--- src/hdl/ucd_pkg.sv ---
// Shared types and constants for the undirected cycle detector.
package ucd_pkg;

  localparam int MaxVertices = 256;
  localparam int VertexW     = 8;
  localparam int CountW      = 9;
  localparam logic [CountW-1:0] CountReset = 9'd256;

  typedef enum logic {
    ACT_ADD    = 1'b0,
    ACT_REPORT = 1'b1
  } action_e;

  typedef struct packed {
    action_e              action;
    logic [VertexW-1:0]   vertex_a;
    logic [VertexW-1:0]   vertex_b;
  } in_item_t;

  typedef struct packed {
    logic has_cycle;
    logic bad_vertex;
  } result_t;

  typedef enum logic [1:0] {
    ST_CLEAR  = 2'd0,
    ST_IDLE   = 2'd1,
    ST_FIND_A = 2'd2,
    ST_FIND_B = 2'd3
  } state_e;

  // Controller to datapath
  typedef struct packed {
    logic accept_edge;
    logic accept_report;
    logic mark_range;
    logic walk;
    logic to_b;
    logic finish;
    logic clear_wr;
  } cmd_t;

  // Datapath to controller
  typedef struct packed {
    logic in_range;
    logic at_root;
    logic clr_last;
  } status_t;

endpackage

--- src/hdl/ucd_ram.sv ---
// Generic single-write, single-read RAM with registered read data.
module ucd_ram #(
  parameter int Width = 8,
  parameter int Depth = 256
) (
  input  logic                     clk_i,
  input  logic                     wr_en_i,
  input  logic [$clog2(Depth)-1:0] wr_addr_i,
  input  logic [Width-1:0]         wr_data_i,
  input  logic                     rd_en_i,
  input  logic [$clog2(Depth)-1:0] rd_addr_i,
  output logic [Width-1:0]         rd_data_o
);

  logic [Width-1:0] mem_q [Depth];
  logic [Width-1:0] rd_data_q;

  always_ff @(posedge clk_i) begin
    if (wr_en_i) begin
      mem_q[wr_addr_i] <= wr_data_i;
    end
    if (rd_en_i) begin
      rd_data_q <= mem_q[rd_addr_i];
    end
  end

  assign rd_data_o = rd_data_q;

endmodule

--- src/hdl/ucd_ctrl.sv ---
// Sequencer for the cycle detector: clear sweep, edge intake and root walks.
module ucd_ctrl
  import ucd_pkg::*;
(
  input  logic    clk_i,
  input  logic    rst_ni,
  input  logic    start,
  input  action_e action_i,
  input  status_t status_i,
  output cmd_t    cmd_o,
  output logic    busy
);

  state_e state_q, state_d;

  always_ff @(posedge clk_i or negedge rst_ni) begin
    if (!rst_ni) begin
      state_q <= ST_CLEAR;
    end else begin
      state_q <= state_d;
    end
  end

  always_comb begin
    state_d = state_q;
    cmd_o   = '0;
    busy    = 1'b1;
    case (state_q)
      ST_CLEAR: begin
        cmd_o.clear_wr = 1'b1;
        if (status_i.clr_last) begin
          state_d = ST_IDLE;
        end
      end
      ST_IDLE: begin
        busy = 1'b0;
        if (start) begin
          if (action_i == ACT_REPORT) begin
            cmd_o.accept_report = 1'b1;
            state_d             = ST_CLEAR;
          end else if (!status_i.in_range) begin
            cmd_o.mark_range = 1'b1;
          end else begin
            cmd_o.accept_edge = 1'b1;
            state_d           = ST_FIND_A;
          end
        end
      end
      ST_FIND_A: begin
        if (status_i.at_root) begin
          cmd_o.to_b = 1'b1;
          state_d    = ST_FIND_B;
        end else begin
          cmd_o.walk = 1'b1;
        end
      end
      ST_FIND_B: begin
        if (status_i.at_root) begin
          cmd_o.finish = 1'b1;
          state_d      = ST_IDLE;
        end else begin
          cmd_o.walk = 1'b1;
        end
      end
      default: begin
        state_d = ST_CLEAR;
      end
    endcase
  end

  // A report always starts a full clear sweep
  a_report_clears: assert property (@(posedge clk_i) disable iff (!rst_ni)
    cmd_o.accept_report |=> (state_q == ST_CLEAR))
    else $error("report not followed by clear sweep");

endmodule

--- src/hdl/ucd_datapath.sv ---
// Datapath: leader memory, walk pointers, flags, range check and result register.
module ucd_datapath
  import ucd_pkg::*;
#(
  parameter int MAX_VERTICES = MaxVertices
) (
  input  logic              clk_i,
  input  logic              rst_ni,
  input  in_item_t          in_item_i,
  input  logic              cfg_we_i,
  input  logic [CountW-1:0] cfg_wdata_i,
  input  cmd_t              cmd_i,
  output status_t           status_o,
  output logic              result_valid_o,
  output result_t           result_o
);

  localparam int VW = $clog2(MAX_VERTICES);
  localparam int XW = (VW > VertexW) ? VW : VertexW;
  localparam int LW = $clog2(MAX_VERTICES + 1);
  localparam int CW = (LW > CountW) ? LW : CountW;
  localparam logic [CW-1:0] MaxC = CW'(MAX_VERTICES);
  localparam logic [VW-1:0] LastIdx = VW'(MAX_VERTICES - 1);

  logic [CountW-1:0] count_q;
  logic [VW-1:0]     cur_q, b_q, ra_q, clr_q;
  logic              cycle_q, range_q;
  logic              valid_q;
  result_t           result_q;

  logic [VW-1:0]     rd_data;
  logic              rd_en, wr_en;
  logic [VW-1:0]     rd_addr, wr_addr, wr_data;
  logic [XW-1:0]     a_x, b_x;
  logic [CW-1:0]     count_x, limit;
  logic              same_root;

  assign a_x     = XW'(in_item_i.vertex_a);
  assign b_x     = XW'(in_item_i.vertex_b);
  assign count_x = CW'(count_q);
  assign limit   = (count_x > MaxC) ? MaxC : count_x;

  assign status_o.in_range = (CW'(in_item_i.vertex_a) < limit) &&
                             (CW'(in_item_i.vertex_b) < limit);
  assign status_o.at_root  = (rd_data == cur_q);
  assign status_o.clr_last = (clr_q == LastIdx);
  assign same_root         = (cur_q == ra_q);

  // Read for the next hop is steered straight from the previous read data
  assign rd_en   = cmd_i.accept_edge | cmd_i.walk | cmd_i.to_b;
  assign rd_addr = cmd_i.accept_edge ? a_x[VW-1:0] :
                   cmd_i.to_b        ? b_q          : rd_data;

  assign wr_en   = cmd_i.clear_wr | (cmd_i.finish & ~same_root);
  assign wr_addr = cmd_i.clear_wr ? clr_q : ra_q;
  assign wr_data = cmd_i.clear_wr ? clr_q : cur_q;

  ucd_ram #(
    .Width (VW),
    .Depth (MAX_VERTICES)
  ) u_leader_ram (
    .clk_i     (clk_i),
    .wr_en_i   (wr_en),
    .wr_addr_i (wr_addr),
    .wr_data_i (wr_data),
    .rd_en_i   (rd_en),
    .rd_addr_i (rd_addr),
    .rd_data_o (rd_data)
  );

  always_ff @(posedge clk_i or negedge rst_ni) begin
    if (!rst_ni) begin
      count_q <= CountReset;
      clr_q   <= '0;
      cycle_q <= 1'b0;
      range_q <= 1'b0;
      valid_q <= 1'b0;
    end else begin
      valid_q <= cmd_i.accept_report;
      if (cfg_we_i) begin
        count_q <= cfg_wdata_i;
      end
      if (cmd_i.clear_wr) begin
        clr_q <= clr_q + 1'b1;
      end
      if (cmd_i.accept_report) begin
        clr_q   <= '0;
        cycle_q <= 1'b0;
        range_q <= 1'b0;
      end
      if (cmd_i.mark_range) begin
        range_q <= 1'b1;
      end
      if (cmd_i.finish && same_root) begin
        cycle_q <= 1'b1;
      end
    end
  end

  always_ff @(posedge clk_i) begin
    if (cmd_i.accept_edge) begin
      cur_q <= a_x[VW-1:0];
      b_q   <= b_x[VW-1:0];
    end else if (cmd_i.to_b) begin
      ra_q  <= cur_q;
      cur_q <= b_q;
    end else if (cmd_i.walk) begin
      cur_q <= rd_data;
    end
    if (cmd_i.accept_report) begin
      result_q.has_cycle  <= cycle_q;
      result_q.bad_vertex <= range_q;
    end
  end

  assign result_valid_o = valid_q;
  assign result_o       = result_q;

  a_valid_from_report: assert property (@(posedge clk_i) disable iff (!rst_ni)
    valid_q |-> $past(cmd_i.accept_report))
    else $error("result beat without a report");

  a_flags_cleared: assert property (@(posedge clk_i) disable iff (!rst_ni)
    cmd_i.accept_report |=> (!cycle_q && !range_q))
    else $error("flags survive a report");

  a_finish_at_root: assert property (@(posedge clk_i) disable iff (!rst_ni)
    cmd_i.finish |-> status_o.at_root)
    else $error("link issued before reaching a root");

endmodule

--- src/hdl/undirected_cycle_detect_core.sv ---
// Top level of the undirected graph cycle detector.
//
// Usage: load the edges of one graph as items with action add, then issue an
// item with action report. An item is taken at a clock edge where start is
// high and busy is low. A report produces one result beat on result_o in the
// following cycle, marked by result_valid_o for exactly one cycle; the receiver
// cannot stall it. Add items produce no beat.
// Walk: an in-range edge follows the hops from each endpoint up to its
// component root in the leader RAM (one registered RAM read per hop). An
// out-of-range edge only sets the flag. A report is followed by a clear sweep
// that rewrites every leader to its own index.
// Reset: the block comes out of reset running the same clear sweep with busy
// high; vertex_count resets to 256 and may be written through
// cfg_we_i/cfg_wdata_i at any time, including during the sweep.
module undirected_cycle_detect_core
  import ucd_pkg::*;
#(
  parameter int MAX_VERTICES = MaxVertices
) (
  input  logic              clk_i,
  input  logic              rst_ni,
  input  logic              start,
  output logic              busy,
  input  in_item_t          in_item_i,
  input  logic              cfg_we_i,
  input  logic [CountW-1:0] cfg_wdata_i,
  output logic              result_valid_o,
  output result_t           result_o
);

  cmd_t    cmd;
  status_t status;

  ucd_ctrl u_ctrl (
    .clk_i    (clk_i),
    .rst_ni   (rst_ni),
    .start    (start),
    .action_i (in_item_i.action),
    .status_i (status),
    .cmd_o    (cmd),
    .busy     (busy)
  );

  ucd_datapath #(
    .MAX_VERTICES (MAX_VERTICES)
  ) u_datapath (
    .clk_i          (clk_i),
    .rst_ni         (rst_ni),
    .in_item_i      (in_item_i),
    .cfg_we_i       (cfg_we_i),
    .cfg_wdata_i    (cfg_wdata_i),
    .cmd_i          (cmd),
    .status_o       (status),
    .result_valid_o (result_valid_o),
    .result_o       (result_o)
  );

endmodule

--- config.mk ---
export PLATFORM = sky130hd
export DESIGN_NAME = undirected_cycle_detect_core
export DESIGN_NICKNAME = d
export VERILOG_FILES = /design/src/hdl/ucd_pkg.sv /design/src/hdl/ucd_ram.sv /design/src/hdl/ucd_ctrl.sv /design/src/hdl/ucd_datapath.sv /design/src/hdl/undirected_cycle_detect_core.sv
export SDC_FILE = /design/constraint.sdc
export NUM_CORES = 2
export LEC_CHECK = 0
export BUFFER_PORTS_ARGS = -buffer_cell sky130_fd_sc_hd__buf_2
export CAP_MARGIN = 40
export CORE_MARGIN = 2
export CORE_UTILIZATION = 40
export CTS_CLUSTER_SIZE = 16
export DETAILED_ROUTE_END_ITERATION = 6
export GPL_TIMING_DRIVEN = 0
export HOLD_SLACK_MARGIN = 0.12
export PLACE_DENSITY_LB_ADDON = 0.15
export SYNTH_ARGS = -nofsm -noshare
export SYNTH_HDL_FRONTEND = slang
export SYNTH_HIERARCHICAL = 1
export SYNTH_SLANG_ARGS = --single-unit
--- constraint.sdc ---
create_clock -name clk_i -period 15.9 [get_ports clk_i]
set_input_delay 3.18 -clock clk_i [delete_from_list [all_inputs] [get_ports clk_i]]
set_output_delay 3.18 -clock clk_i [all_outputs]
set_load 0.005 [all_outputs]
==> flow_metrics.py <==
metrics = {
    "status": {
        "outcome": "finished with violations",
        "violations": "design-rule violations",
    },
    "yosys": {
        "ys_types": 70,
        "synth_fp_nets": 4035,
        "syn_avg_cell_area_um2": 20.7,
        "syn_area_um2": 82400,
        "ys_seq_area_share_pct": 76.6,
        "synth_cells": 3985,
        "yosys_warnings": 6,
        "yosys_register_bits": 2104,
        "async_reset_ff_share_pct": 1.05,
        "synth_edf_count": 2082,
        "synthFlopType": "edfxtp_1",
    },
    "detailed_routing": {
        "postRouteWirelength_um": 268000,
        "dr.pass1.iters": 7,
        "vias": 44579,
        "drc": 1,
        "ant_nets": 0,
        "via_per_inst": 6.03,
        "avgRoutedWirePerCell_um": 36.2,
        "drt_iter0_drc": 6765,
    },
    "worst_setup_path": {
        "r2r_cells": 23,
        "critical_path_class": "primary input to flip-flop",
        "reg2reg_from": "u_datapath/count_q[8]$_DFFE_PN1P_",
        "end_kind": "flip-flop",
        "cp.arrival_ns": 10.48,
        "cp-endpoint": "u_datapath/u_leader_ram/rd_data_o[5]$_DFFE_PP_",
        "path_max_fanout": 10,
        "cp.required_ns": 16.42,
        "r2r_slack_ns": 7.52,
        "timing.rr.end": "u_datapath/u_leader_ram/rd_data_o[5]$_DFFE_PP_",
        "start_kind": "primary input",
        "cp-startpoint": "in_item_i[3]",
    },
    "finish": {
        "fin_cells": 7399,
        "final_common_cell": "edfxtp_1",
        "layout-drive-gt1-share_pct": 26.3,
        "area_growth_pct": 17.5,
        "fillers": 16947,
        "final_cell_mix": "2082 x edfxtp_1, 454 x mux4_2, 291 x nor2_1",
        "layout.nets": 4569,
    },
    "clock_network": {
        "cts_tree": "done",
        "cts_setup_buffers": 0,
        "clk_path_buf_depth": 3,
        "hold_buffers": 0,
        "clk_pin_slew_ns": 0.06,
        "clk_latency_ns": 0.86,
        "cts.repair.resized": 0,
        "cts_sinks": 2104,
        "cts_inserted_buffers": 219,
        "clock-root-buffer": "clkbuf_16",
        "htree_levels": 4,
    },
    "sta": {
        "tns_ns": 0,
        "grt_setup_unrepaired": "no",
        "finalHoldViolations": 0,
        "max_slew_margin_pct": 28.0,
        "max_freq_mhz": 100,
        "post-route-period-util_pct": 62.6,
        "fin_ws_ns": 5.95,
        "setup_viol": 0,
        "layout_min_cycle_time_ns": 9.95,
        "slew_viol_final": 0,
        "fin_skew_ns": 0.0408,
        "holdWs_ns": 0.456,
        "worst_pin_slew_ns": 1.07,
    },
    "min_path": {
        "hold_class": "flip-flop to flip-flop",
    },
    "global_route": {
        "grt_pass1_vias": 43318,
        "gr-usage-all-layers_pct": 25.4,
        "antenna_found_initial": 10,
        "grt.overflow.total": 0,
        "grt_pass1_wl_um": 364000,
        "grt_max_degree": 41,
    },
    "floorplan": {
        "num_rows": 166,
        "initial_core_util_pct": 40.3,
        "dieWidth_um": 458,
        "core_um2": 205000,
        "io-pin-count": 34,
        "fp.dieH_um": 458,
        "design.die.area_um2": 210000,
    },
    "placement": {
        "place_hpwl_um": 192000,
        "dp_slack_ns": 5.10,
        "dp.cells": 6978,
        "place_congestion": 0.945,
        "io_buffer_count": 32,
    },
    "power": {
        "power_density_nw_per_um2": 209,
        "leakage_uw": 0.0309,
        "max-vdd-ir-drop_v": 0.000152,
    },
    "job": {
        "max_cap_viol_count": 0,
    },
}
through the flow:
| step | util, % | cell area (um2) | total power (uW) |
|---|---|---|---|
| 3_5_place_dp | 43.8 | 89600 | 15100 |
| 2_1_floorplan | - | 82400 | 11800 |
| 3_3_place_gp | 42.0 | 85900 | 15700 |
| 4_1_cts | 47.3 | 96700 | 20200 |
| 6_report | 47.3 | 96800 | 20200 |
| 5_1_grt | 47.3 | 96800 | 20700 |
final cells by class:
cell class | count | area, um2 | share of cell area, %
Antenna cell | 5 | 12.5 | 0.0129
Buffer | 242 | 1520 | 1.57
Clock buffer | 268 | 5730 | 5.92
Clock inverter | 140 | 1340 | 1.39
Inverter | 23 | 86.3 | 0.0892
Multi-Input combinational cell | 1616 | 17800 | 18.4
Sequential cell | 2104 | 63100 | 65.2
Tap cell | 2688 | 3360 | 3.48
Timing Repair Buffer | 313 | 3820 | 3.95
sequential cells by signal, summed over array words and instances (netlist names):
signal	flops
u_datapath/cur_q	8
u_datapath/ra_q	8
u_datapath/result_valid_o	1
u_datapath/count_q	9
u_datapath/b_q	8
u_datapath/cycle_q	1
u_datapath/range_q	1
u_datapath/u_leader_ram/rd_data_o	8
u_datapath/u_leader_ram/mem_q	2048
u_ctrl/state_q	2
u_datapath/result_o	2
u_datapath/clr_q	8
synthesized netlist by cell type (11+ instances only):
cell type	count	area share (%)
a211oi_1	17	0.15
a21oi_1	100	0.61
a221oi_1	13	0.14
a22oi_1	133	1.2
buf_1	22	0.10
buf_2	33	0.20
buf_4	28	0.26
buf_6	21	0.29
buf_8	13	0.24
clkbuf_1	117	0.53
dfrtp_1	21	0.64
edfxtp_1	2082	76
ha_1	20	0.30
inv_1	22	0.10
mux2i_1	145	1.8
mux4_2	454	12
nand2_1	55	0.25
nand2b_1	16	0.12
nand3_1	38	0.23
nand4_1	16	0.12
nor2_1	291	1.3
nor2b_1	32	0.24
nor3_1	24	0.15
nor4_1	26	0.20
o211ai_1	11	0.10
o21ai_0	38	0.23
o221ai_1	46	0.49
o22ai_1	28	0.21
xor2_1	11	0.12
layer usage:
metal	up-vias	track usage (%)	wire length [um]
met2	2426	38.6	121000
met4	8	9.59	11400
met1	23982	35.9	109000
met3	451	5.80	25900
li1	17712	-	-
met5	-	0	51
worst max-delay path: stages:
cell and delay [ns]:
buf_2 0.12, ha_1 0.32, a21oi_1 0.14, nand2_1 0.07, a211o_1 0.31, a211oi_2 0.34, nor3b_1 0.56, buf_2 0.29
clkbuf_1 0.35, clkbuf_1 0.36, nand2_1 0.13, o21ai_2 0.12, buf_8 0.21, buf_2 0.48, nor2b_1 0.20, buf_1 0.61
clkbuf_1 0.48, buf_6 0.23, a22oi_1 0.08, a21oi_1 0.74, nor4_1 0.27, nor4_1 0.84
cells by family after synthesis:
| kind of cell | after synthesis | synth area share (%) |
|---|---|---|
| DFF | 2104 | 76.6 |
| muxes | 611 | 14.4 |
| and+or+nand+nor | 535 | 2.98 |
| AOI/OAI and AO/OA | 430 | 3.64 |
| buffers and inverters | 265 | 1.91 |
| xor gates and xnor gates | 20 | 0.213 |
| adders and majority gates | 20 | 0.304 |
worst min path at each step:
stage | to | slack (ns) | cells past startpoint | start
3_5_place_dp | u_datapath/result_o[0]$_DFFE_PP_ | 0.44 | 0 | u_datapath/range_q$_DFFE_PN0P_
4_1_cts | u_datapath/result_o[0]$_DFFE_PP_ | 0.46 | 0 | u_datapath/range_q$_DFFE_PN0P_
3_3_place_gp | u_datapath/result_o[0]$_DFFE_PP_ | 0.44 | 0 | u_datapath/range_q$_DFFE_PN0P_
2_1_floorplan | u_datapath/result_o[0]$_DFFE_PP_ | 0.43 | 0 | u_datapath/range_q$_DFFE_PN0P_
5_1_grt | u_datapath/result_o[0]$_DFFE_PP_ | 0.48 | 0 | u_datapath/range_q$_DFFE_PN0P_
6_report | u_datapath/result_o[0]$_DFFE_PP_ | 0.46 | 0 | u_datapath/range_q$_DFFE_PN0P_
power breakdown:
| group | switching [uW] | internal, uW |
|---|---|---|
| registers | 45.6 | 7210 |
| clock network | 2180 | 2910 |
| logic | 5210 | 2660 |
Note: power is estimated with default switching activity, not from simulation.
